**config.mk**
```make
export PLATFORM = sky130hd
export DESIGN_NAME = jha_ctrl
export DESIGN_NICKNAME = d
export VERILOG_FILES = /design/src/rtl/core/jha_pkg.sv /design/src/rtl/core/jha_ctrl.sv
export SDC_FILE = /design/constraint.sdc
export NUM_CORES = 1
export LEC_CHECK = 0
export ABC_AREA = 1
export BUFFER_PORTS_ARGS = -buffer_cell sky130_fd_sc_hd__clkbuf_2
export CORE_AREA = 2 2 39 41
export CTS_CLUSTER_DIAMETER = 200
export DETAILED_ROUTE_END_ITERATION = 10
export DIE_AREA = 0 0 41 43
export GPL_TIMING_DRIVEN = 1
export MAX_ROUTING_LAYER = met4
export PLACE_DENSITY = 0.69
export SLEW_MARGIN = 20
export SYNTH_ARGS = -nofsm -noshare
export SYNTH_HDL_FRONTEND = slang
export SYNTH_SLANG_ARGS = --single-unit
```
**constraint.sdc**
```tcl
create_clock -name clk -period 2.55 [get_ports clk]
set_input_delay 0.3825 -clock clk [delete_from_list [all_inputs] [get_ports clk]]
set_output_delay 0.3825 -clock clk [all_outputs]
set_load 0.005 [all_outputs]
```
**src/rtl/core/jha_pkg.sv**
```systemverilog
// shared types, constants and register codes for the joint histogram accumulator
`timescale 1ns / 1ps
`default_nettype none

package jha_pkg;

    localparam int BINS_DEFAULT        = 256;
    localparam int COUNT_WIDTH_DEFAULT = 32;
    localparam int SAMPLE_W            = 16;
    localparam int INDEX_W             = 8;
    localparam int OUT_W               = 32;
    localparam int CFG_INDEX_W         = 4;
    localparam int CFG_DATA_W          = 16;
    localparam int DIV_STEPS           = SAMPLE_W;
    localparam int STEP_W              = $clog2(DIV_STEPS);

    localparam logic KIND_ACCUM = 1'b0;
    localparam logic KIND_READ  = 1'b1;

    typedef enum logic [CFG_INDEX_W-1:0] {
        REG_ORIGIN_A     = 4'd0,
        REG_ORIGIN_B     = 4'd1,
        REG_WIDTH_A      = 4'd2,
        REG_WIDTH_B      = 4'd3,
        REG_CLAMP_LOW_A  = 4'd4,
        REG_CLAMP_HIGH_A = 4'd5,
        REG_CLAMP_LOW_B  = 4'd6,
        REG_CLAMP_HIGH_B = 4'd7
    } cfg_reg_t;

    typedef struct packed {
        logic clear;
        logic load;
        logic prep;
        logic div_step;
        logic addr;
        logic read;
        logic update;
        logic emit;
    } jha_cmd_t;

    typedef struct packed {
        logic clear_last;
        logic is_read;
        logic div_last;
        logic out_free;
    } jha_status_t;

endpackage

`default_nettype wire

```
**src/rtl/core/jha_ctrl.sv**
```systemverilog
// sequencing state machine for the joint histogram accumulator
`timescale 1ns / 1ps
`default_nettype none

module jha_ctrl
    import jha_pkg::*;
(
    input  wire logic        clk,
    input  wire logic        rst_n,
    input  wire logic        req_valid,
    output logic             req_ready,
    input  wire jha_status_t status,
    output jha_cmd_t         cmd
);

    typedef enum logic [7:0] {
        S_CLEAR  = 8'b0000_0001,
        S_IDLE   = 8'b0000_0010,
        S_PREP   = 8'b0000_0100,
        S_DIV    = 8'b0000_1000,
        S_ADDR   = 8'b0001_0000,
        S_READ   = 8'b0010_0000,
        S_UPDATE = 8'b0100_0000,
        S_EMIT   = 8'b1000_0000
    } state_t;

    state_t state_reg;
    state_t state_next;

    always_ff @(posedge clk or negedge rst_n)
    begin
        if (!rst_n)
        begin
            state_reg <= S_CLEAR;
        end
        else
        begin
            state_reg <= state_next;
        end
    end

    always_comb
    begin
        state_next = state_reg;
        cmd        = '0;
        req_ready  = 1'b0;
        unique case (state_reg)
            S_CLEAR:
            begin
                cmd.clear = 1'b1;
                if (status.clear_last)
                begin
                    state_next = S_IDLE;
                end
            end
            S_IDLE:
            begin
                req_ready = 1'b1;
                cmd.load  = req_valid;
                if (req_valid)
                begin
                    state_next = S_PREP;
                end
            end
            S_PREP:
            begin
                cmd.prep   = 1'b1;
                state_next = status.is_read ? S_ADDR : S_DIV;
            end
            S_DIV:
            begin
                cmd.div_step = 1'b1;
                if (status.div_last)
                begin
                    state_next = S_ADDR;
                end
            end
            S_ADDR:
            begin
                cmd.addr   = 1'b1;
                state_next = S_READ;
            end
            S_READ:
            begin
                cmd.read   = 1'b1;
                state_next = S_UPDATE;
            end
            S_UPDATE:
            begin
                cmd.update = 1'b1;
                state_next = S_EMIT;
            end
            S_EMIT:
            begin
                if (status.out_free)
                begin
                    cmd.emit   = 1'b1;
                    state_next = S_IDLE;
                end
            end
            default:
            begin
                state_next = S_CLEAR;
            end
        endcase
    end

endmodule

`default_nettype wire

```
Yosys cells after proc, flatten, opt, wreduce, memory -nomap -nowiden
Cells that the tools add are included.
- equality and inequality tests: 12
- multiplexer cells: 16
- reductions and logical operators: 1
- operators with widths (kind ; number):
    $pmux W8 S8 ; 1
    $mux W8 ; 4
    $mux W1 ; 10
    $eq A8 B1 Y1 const B ; 1
    $eq A8 B2 Y1 const B ; 1
    $eq A8 B3 Y1 const B ; 1
    $eq A8 B4 Y1 const B ; 1
    $eq A8 B5 Y1 const B ; 1
    $eq A8 B6 Y1 const B ; 1
    $eq A8 B7 Y1 const B ; 1
    $eq A8 B8 Y1 const B ; 1
    $ne A2 B2 Y1 const B ; 4
    $mux W5 ; 1
    $reduce_and A4 Y1 ; 1
- flip-flop bits (word level): 8
- input port bits: 7
- output and inout port bits: 9

Longest topological paths before layout
Gate-level depths: netlist (run 1).
- depth in word-level cells: 3
- gate-level depth with buffers: 9
- depth with buffers taken out: 9

Worst setup path before layout (run 1)
Ideal clock, no wire load.
- path type: reg-to-output
- start: register state_reg[7]
- end: output cmd[6] in the netlist's numbering
- arrival time: 0.870 ns
- required time: 2.168 ns
- setup slack: 1.297 ns
- stages on the path, launching flop included: 6
- path buffers: 0
- cell sequence: dfrtp_1 -> nor2_4 -> nand2_4 -> inv_6 -> nand2_2 -> nor2_1
- RTL lines (item ; line ; source):
    from (decl) ; jha_ctrl.sv:27 ; state_t state_reg;
    from (signal assigned) ; jha_ctrl.sv:38 ; state_reg <= state_next;
    to (decl) ; jha_ctrl.sv:13 ; output jha_cmd_t cmd

==> impl_metrics.tcl, run 1 <==
set metrics [dict create \
    outcome "finished, final reports clean" \
    cp_max_fo 6 \
    timing.fmax_mhz 600 \
    tns_ns 0 \
    rows 14 \
    finClkSkew_ns 0.00780 \
    ctsHtreeMaxLevel 1 \
    leakagePower_uw 0.000471 \
    synth_cell_type_count 15 \
    critPathCaptureType "primary output" \
    cp_slowest_cell "dfrtp_1" \
    fin_total_pwr_uw 494 \
    cap_violations 0 \
    cts_root_buf "clkbuf_4" \
    layout_common_cells "nand2_1 (18), inv_1 (15), clkbuf_2 (15)" \
    via_per_inst 4.38 \
    final-setup-viol-count 0 \
    slew_headroom_pct 86.5 \
    portBuffers 15 \
    ys_seq_area_share_pct 34.3 \
    clock_path_buffers 2 \
    synth_warnings 0 \
    grt_start_max_net_pins 9 \
    tightestPinTransition_ns 0.202 \
    drive_above_1_share_pct 40.2 \
    critPathBufInv 2 \
    dpl.hpwl_um 897 \
    gr-total-overflow 0 \
    vias 517 \
    gp_congestion 0.781 \
    die-area_um2 1760 \
    cp_top_family "flip-flops" \
    synth-edff-count 0 \
    clock_latency_ns 0.26 \
    holdWs_ns 0.337 \
    largest_reg_flops 8 \
    dr.pass1.iters 4 \
    syn-num-nets 89 \
    drt-total-wl_um 1060 \
    start_util_pct 42.4 \
    async_reset_ff_share_pct 100 \
    clock_sinks 8 \
    clk_pin_slew_ns 0.06 \
    ys_ff_latch 8 \
    final_antenna_net_count 0 \
    hp-class "in2reg" \
    die_x_um 41 \
    cts_buffers 3 \
    gr-usage-all-layers_pct 15.6 \
    core_um2 1380 \
    grt_pass1_wl_um 1730 \
    finalNetCount 110 \
    fillers 138 \
    rrSetupSlack_ns 1.32 \
    first_global_vias 467 \
    required_ns 2.17 \
    antennaDiodeCount 0 \
    final_common_cell "nand2_1" \
    layout_min_cycle_time_ns 1.67 \
    powerDensity_nw_per_um2 687 \
    hold_viol_final 0 \
    path_depth 6 \
    synthToLayoutAreaGrowth_pct 22.4 \
    fp.dieH_um 43 \
    cp-endpoint "cmd[6]" \
    finalMaxSlewViolations 0 \
    antenna_found_initial 0 \
    irDropWorstVdd_uv 398 \
    cp-startpoint "state_reg[7]" \
    drtIter0Drc 3 \
    grt_setup_unrepaired "no" \
    worstReg2RegEnd "state_reg[0]" \
    syn_inst 82 \
    remaining_drc_errors 0 \
    path_class "reg2out" \
    critPathMaxStageDelay_ns 0.42 \
    syn_area_um2 587 \
    path_cells "nor2_4 > nand2_4 > inv_6 > nand2_2 > nor2_1 > clkbuf_2" \
    yosys_most_used_dff "dfrtp_1" \
    rr_worst_depth 8 \
    avgSynthCellArea_um2 7.16 \
    wire_per_inst_um 9.01 \
    worst_setup_path_start_kind "register" \
    r2r_start "state_reg[0]" \
    cts_tree "yes" \
    arrival_ns 1.29 \
    io_pins 16 \
    fin_crit_sh_pct 65.4 \
]
-- worst min path at each step --
| stage | startpoint | end | slack, ns | depth (start not counted) |
|---|---|---|---|---|
| 4_1_cts | status[2] | state_reg[3] | 0.34 | 2 |
| 3_5_place_dp | rst_n | state_reg[6] | 0.24 | 1 |
| 2_1_floorplan | rst_n | state_reg[1] | 0.09 | 0 |
| 3_3_place_gp | rst_n | state_reg[6] | 0.24 | 1 |
| 5_1_grt | status[2] | state_reg[3] | 0.33 | 2 |
| 6_report | status[2] | state_reg[3] | 0.34 | 2 |
-- layout make-up --
cell class              instances  area (um^2)  share of cell area, %
clock buffers                   4         26.3                   3.66
inverters                      21         83.8                   11.7
multi-input cells              53          302                   42.0
flip-flops and latches          8          201                   28.0
well taps                      16         20.0                   2.79
repair buffers                 16         85.1                   11.8
-- power by group --
part,internal [uW],leakage [uW],total (uW),switching (uW)
registers,154,0.000107,168,14.3
logic,83.3,0.000350,221,138
clock network,60.0,0.0000150,105,45.0
total,297,0.000471,494,197
-- cells by family (layout without fill, tap and decap cells) --
logic type,count (synthesis),in the layout,share of synthesized area (%)
compound gates,2,2,1.70
flops,8,8,34.3
simple gates,51,51,49.7
buf+inv,21,41,14.3
-- routing by layer --
layer | vias to the layer above | global-route usage, % | wire length, um
li1 | 277 | - | -
met4 | 0 | 12.0 | 37
met3 | 5 | 3.14 | 48
met2 | 16 | 21.6 | 459
met1 | 219 | 18.9 | 518
met5 | - | - | 0
-- repair_timing --
action	in CTS	in global routing
endpoints found under the hold margin	7	0
buffers inserted	0	0
resized for setup	0	0
hold buffers	1	0
endpoints found under the setup margin	0	0
-- per-stage QoR --
step	cells	setup slack [ns]	area, um^2	utilization [%]
2_1_floorplan	82	1.30	587	-
3_3_place_gp	113	1.17	682	49.3
3_5_place_dp	113	1.14	682	49.3
4_1_cts	118	0.867	718	51.9
5_1_grt	118	0.789	718	51.9
6_report	118	0.882	718	51.9
-- cell usage after synthesis (2+ instances only) --
cell     count  area (um^2)
nor2_4       6         67.6
nand3_2      3         30.0
dfrtp_1      7          175
inv_1       15         56.3
nand2_2      4         25.0
nand2_4      2         22.5
nand2_1     18         67.6
inv_2        5         18.8
nand3_1      4         20.0
nor2_1      13         48.8
(Power assumes the default switching activity.)
==> run 2: changes to the inputs <==
- ABC_AREA: 1 -> 0
- PLACE_DENSITY: 0.69 -> unset
- clock period: 2.55 -> 1.4 ns (I/O delays scaled with it)
==> run 2 against run 1 <==
Against the previous run: the run now ends with negative setup slack left; via count up 8.5%; final area up 18%; clock skew up 0.0013 ns; flip-flop and latch count unchanged; core utilization up 9.3 points; critical endpoint is now cmd[3].
==> impl_metrics.tcl, run 2 <==
set metrics [dict create \
    powerDensity_nw_per_um2 1290 \
    antennaDiodeCount 0 \
    synth_cell_type_count 25 \
    grt_pass1_wl_um 2310 \
    ys_seq_area_share_pct 40.3 \
    synth_compound_area_share_pct 12.3 \
    final_common_cell "buf_4" \
    tns_ns -2.01 \
    timing.fmax_mhz 597 \
    dpl-instance-area_um2 703 \
    slew_headroom_pct 77.8 \
    layout_common_cells "buf_4 (16), clkbuf_2 (9), nor2_1 (6), dfrtp_1 (6), buf_2 (5)" \
    violations "negative setup slack" \
    ys_ff_latch 8 \
    irDropWorstVdd_uv 824 \
    required_ns 1.19 \
    cts_tree "yes" \
    rows 14 \
    drtIter0Drc 5 \
    cap_violations 0 \
    grt_start_max_net_pins 12 \
    yosys_most_used_dff "dfrtp_1" \
    start_util_pct 36.2 \
    clock_path_buffers 2 \
    cts_buffers 3 \
    critPathCaptureType "primary output" \
    avgSynthCellArea_um2 8.78 \
    gp_congestion 0.727 \
    seqCellArea_um2 203 \
    finalWorstSetupSlack_ns -0.275 \
    place_ws_ns -0.0859 \
    arrival_ns 1.46 \
    synthXorXnorAreaFrac_pct 5.25 \
    synthSimpleGateAreaFrac_pct 39.8 \
    die_x_um 41 \
    yosysTopAreaCellShare_pct 35.0 \
    layout_min_cycle_time_ns 1.67 \
    final_antenna_net_count 0 \
    hp-class "in2reg" \
    via_per_inst 5.10 \
    io_pins 16 \
    synthToLayoutAreaGrowth_pct 69.2 \
    clock_sinks 8 \
    final-setup-viol-count 12 \
    drt-total-wl_um 1380 \
    synth_most_common_cell "nor2_1" \
    die-area_um2 1760 \
    tightestPinTransition_ns 0.330 \
    multi_input_area_um2 357 \
    gr-usage-all-layers_pct 20.4 \
    finalMaxSlewViolations 0 \
    synthTopCellsByArea "dfrtp_1 (35%), nor2_1 (7.5%), nor4b_1 (7.0%), dfstp_2 (5.3%), nand2b_1 (5.0%)" \
    largest_reg_flops 8 \
    ctsHtreeMaxLevel 1 \
    synth-edff-count 0 \
    drive_above_1_share_pct 55.3 \
    fin_crit_sh_pct 120 \
    syn_area_um2 500 \
    async_reset_ff_share_pct 100 \
    syn_inst 57 \
    first_global_vias 554 \
    synth_mux_area_share_pct 0 \
    remaining_drc_errors 0 \
    synth_area_leader_cell "dfrtp_1" \
    finClkSkew_ns 0.00910 \
    gr-total-overflow 0 \
    portBuffers 15 \
    design_area_um2 847 \
    fin_total_pwr_uw 1090 \
    synth_warnings 0 \
    core_um2 1380 \
    dpl.hpwl_um 984 \
    syn-num-nets 64 \
    cp_max_fo 5 \
    hold_viol_final 0 \
    wire_per_inst_um 12.6 \
    leakagePower_uw 0.000399 \
    clk_pin_slew_ns 0.06 \
    finalNetCount 102 \
    grt_setup_unrepaired "yes" \
    path_class "reg2out" \
    outcome "complete, but fails checks" \
    antenna_found_initial 0 \
    synth_top_family_by_area "simple AND/OR/NAND/NOR gates" \
    dr.pass1.iters 4 \
    fillers 123 \
    synthAdderAreaFrac_pct 0 \
    cts_root_buf "clkbuf_4" \
    clock_latency_ns 0.27 \
    vias 561 \
    fp.dieH_um 43 \
    worst_setup_path_start_kind "register" \
    synth_commonest_cells "nor2_1 (10), dfrtp_1 (7)" \
]
run 2: cell count changes after synthesis, moves of 3 or more:
| cell | delta |
|---|---|
| nand3_1 | -3 |
| nand3_2 | -3 |
| nand2_2 | -4 |
| nor2_4 | -6 |
| nand2b_1 | +4 |
| nor4b_1 | +4 |
| inv_2 | -5 |
| inv_1 | -13 |
| nand2_1 | -14 |
| nor2_1 | -3 |
| a21oi_1 | +3 |
run 2: logic make-up (layout without fill, tap and decap cells):
| logic type | after synthesis | count (layout) |
|---|---|---|
| flops | 8 | 8 |
| buf+inv | 3 | 40 |
| simple gates | 34 | 34 |
| compound gates | 9 | 9 |
| xor+xnor | 3 | 3 |
run 2: through the flow:
stage                     utilization (%)  std cells  hold WS [ns]
after floorplan                         -         57       -0.0856
after detailed placement             50.8        102        0.0707
after global routing                 61.2        110         0.113
after CTS                            59.5        110         0.111
after global placement               50.8        102        0.0728
final                                61.2        110         0.114
run 2: per-layer routing:
metal	vias up	GRT usage (%)	share of wire [%]
li1	278	-	-
met1	259	25.5	44
met2	19	29.7	48
met3	5	3.14	5.4
met4	0	12.0	2.6
met5	-	-	0
run 2: layout make-up:
| cell class | instances | share of cell area (%) |
|---|---|---|
| timing repair buffer | 34 | 27.6 |
| tap | 16 | 2.36 |
| multi-input combinational | 46 | 42.1 |
| inverter | 2 | 0.886 |
| clock buffer | 4 | 3.10 |
| sequential | 8 | 23.9 |
run 2: report_power, final:
group | internal (uW) | total [uW] | switching (uW)
registers | 278 | 351 | 73.2
logic | 298 | 538 | 240
clock network | 110 | 205 | 95.0
total | 686 | 1090 | 408
run 2: final timing paths:
check,start,to,slack [ns],cells after the start
worst max-delay path,state_reg[7],cmd[3],-0.27,4
max in group asynchronous,rst_n,state_reg[0],0.82,2
worst min-delay path,status[3],state_reg[0],0.11,2
worst min register to register,state_reg[1],state_reg[5],0.62,1
worst max register to register,state_reg[0],state_reg[0],-0.07,5
min in group asynchronous,rst_n,state_reg[2],0.32,2
run 2: timing repair:
item                                   4_1_cts  5_1_grt
buffers inserted                             4        0
pin swaps                                    8        2
endpoints found under the hold margin        7        0
cloned                                       0        0
hold buffers                                 1        0
resized for setup                           14        9
setup endpoints to repair                   10       13
run 2: worst max-delay path, stage by stage (launching register included):
cell and delay (ns):
dfrtp_1 0.41, nor2_2 0.13, nand3b_1 0.23, nor4b_2 0.29
buf_2 0.15
==> run 3: changes to the inputs <==
- CELL_PAD_IN_SITES_DETAIL_PLACEMENT: unset -> 1
- CELL_PAD_IN_SITES_GLOBAL_PLACEMENT: unset -> 1
- CORE_AREA: 2 2 39 41 -> unset
- CORE_UTILIZATION: unset -> 31
- DIE_AREA: 0 0 41 43 -> unset
- PLACE_DENSITY_LB_ADDON: unset -> 0.1
==> run 3 against run 2 <==
Against the previous run: the flow still finishes with violations (negative setup slack); die area rose by 0.92%; core utilization is 0.67 points higher; routed wire length is 29% higher; cell count increased by 4.5%; critical path depth unchanged; sequential share of layout area fell by 1.9 points; largest power group unchanged; highest routed layer unchanged.
==> impl_metrics.tcl, run 3 (synthesized netlist as in run 2, its figures left out) <==
set metrics [dict create \
    outcome "complete, but fails checks" \
    violations "negative setup slack" \
    tightestPinTransition_ns 0.322 \
    internal_power_uw 690 \
    portBuffers 15 \
    clock_sinks 8 \
    cp_max_fo 3 \
    timing.fmax_mhz 584 \
    layout_common_cells "buf_4 (20), clkbuf_2 (10)" \
    final_antenna_net_count 0 \
    drive_above_1_share_pct 64.6 \
    p_clk_share_pct 17.9 \
    clock_latency_ns 0.28 \
    gr-total-overflow 0 \
    slew_headroom_pct 78.3 \
    required_ns 1.19 \
    critPathMaxStageDelay_ns 0.42 \
    critPathBufInv 2 \
    p_seq_share_pct 29.5 \
    cts_root_buf "clkbuf_4" \
    first_global_vias 594 \
    drt-total-wl_um 1790 \
    final-setup-viol-count 10 \
    grt_start_max_net_pins 9 \
    cap_violations 0 \
    gr-usage-all-layers_pct 21.5 \
    cp_slowest_cell "dfrtp_1" \
    cts_tree "yes" \
    design_area_um2 932 \
    rows 14 \
    grt_setup_unrepaired "yes" \
    via_per_inst 5.13 \
    antennaDiodeCount 0 \
    finalNetCount 107 \
    io_pins 16 \
    clk_pin_slew_ns 0.07 \
    gp_congestion 0.847 \
    synthToLayoutAreaGrowth_pct 86.3 \
    fp.dieH_um 42.2 \
    dpl-instance-area_um2 688 \
    die-area_um2 1780 \
    path_cells "buf_6 > nor4_4 > and4b_1 > clkbuf_2" \
    cts_buffers 3 \
    antenna_found_initial 0 \
    ctsHtreeMaxLevel 1 \
    swShare_pct 40.0 \
    path_class "reg2out" \
    finClkSkew_ns 0.0190 \
    vias 590 \
    critPathCaptureType "primary output" \
    dr.pass1.iters 4 \
    p_comb_share_pct 52.6 \
    switching_power_uw 459 \
    start_util_pct 33.2 \
    layout_min_cycle_time_ns 1.71 \
    remaining_drc_errors 0 \
    final_common_cell "buf_4" \
    wire_per_inst_um 15.5 \
    largest_reg_flops 8 \
    finalWorstSetupSlack_ns -0.311 \
    cp_top_family "simple AND/OR/NAND/NOR gates" \
    grt_pass1_wl_um 2680 \
    die_x_um 42.2 \
    finalMaxSlewViolations 0 \
    hold_viol_final 0 \
    worst_setup_path_start_kind "register" \
    dpl.hpwl_um 1110 \
    fillers 174 \
    powerDensity_nw_per_um2 1230 \
    fin_crit_sh_pct 122 \
    clock_path_buffers 2 \
    leakagePower_uw 0.000431 \
    arrival_ns 1.50 \
    irDropWorstVdd_uv 896 \
    hp-class "in2reg" \
    drtIter0Drc 4 \
    core_um2 1510 \
    fin_total_pwr_uw 1150 \
]
## run 3: through the flow
stage               worst slack [ns]  hold WS, ns  utilization [%]  std cells  setup TNS [ns]
global placement              -0.156       0.0764             45.7        100          -0.212
global route                  -0.415        0.126             61.9        115           -3.21
detailed placement            -0.186       0.0800             45.7        100          -0.329
floorplan                     0.0474      -0.0856                -         57               0
CTS                           -0.280        0.118             55.8        111           -2.18
finish                        -0.311        0.135             61.9        115           -2.34
## run 3: metal layers
metal	up-vias	wire [um]	GRT usage [%]
li1	289	-	-
met4	0	51	11.3
met3	5	54	5.17
met5	-	0	-
met1	283	758	26.3
met2	13	923	32.9
## run 3: final timing paths
path,start,to,slack (ns),depth (start not counted)
min in group asynchronous,rst_n,state_reg[7],0.32,2
setup reg to reg,state_reg[6],state_reg[1],-0.23,6
setup / recovery,state_reg[6],cmd[7],-0.31,4
max in group asynchronous,rst_n,state_reg[0],0.80,2
hold / removal,status[3],state_reg[0],0.14,2
hold reg to reg,state_reg[5],state_reg[5],0.67,2
## run 3: repair_timing
action / CTS / global route
endpoints found under the hold margin: 7 / 0
hold buffers: 1 / 0
pin swaps: 7 / 4
setup endpoints to repair: 10 / 13
buffers inserted: 6 / 4
resized for setup: 14 / 20
## run 3: power groups by stage
stage / Sequential [uW] / Clock, uW / Combinational, uW
detailed placement: 321 / 0 / 409
global route: 344 / 226 / 651
global placement: 323 / 0 / 402
floorplan: 301 / 0 / 245
finish: 338 / 206 / 605
CTS: 336 / 208 / 508
## run 3: final cells by class
type / instances / area (um^2) / share of cell area, %
sequential: 8 / 205 / 22.0
timing repair buffer: 39 / 275 / 29.5
clock buffer: 4 / 26.3 / 2.82
inverter: 2 / 7.51 / 0.805
tap: 16 / 20.0 / 2.15
multi-input combinational: 46 / 398 / 42.7
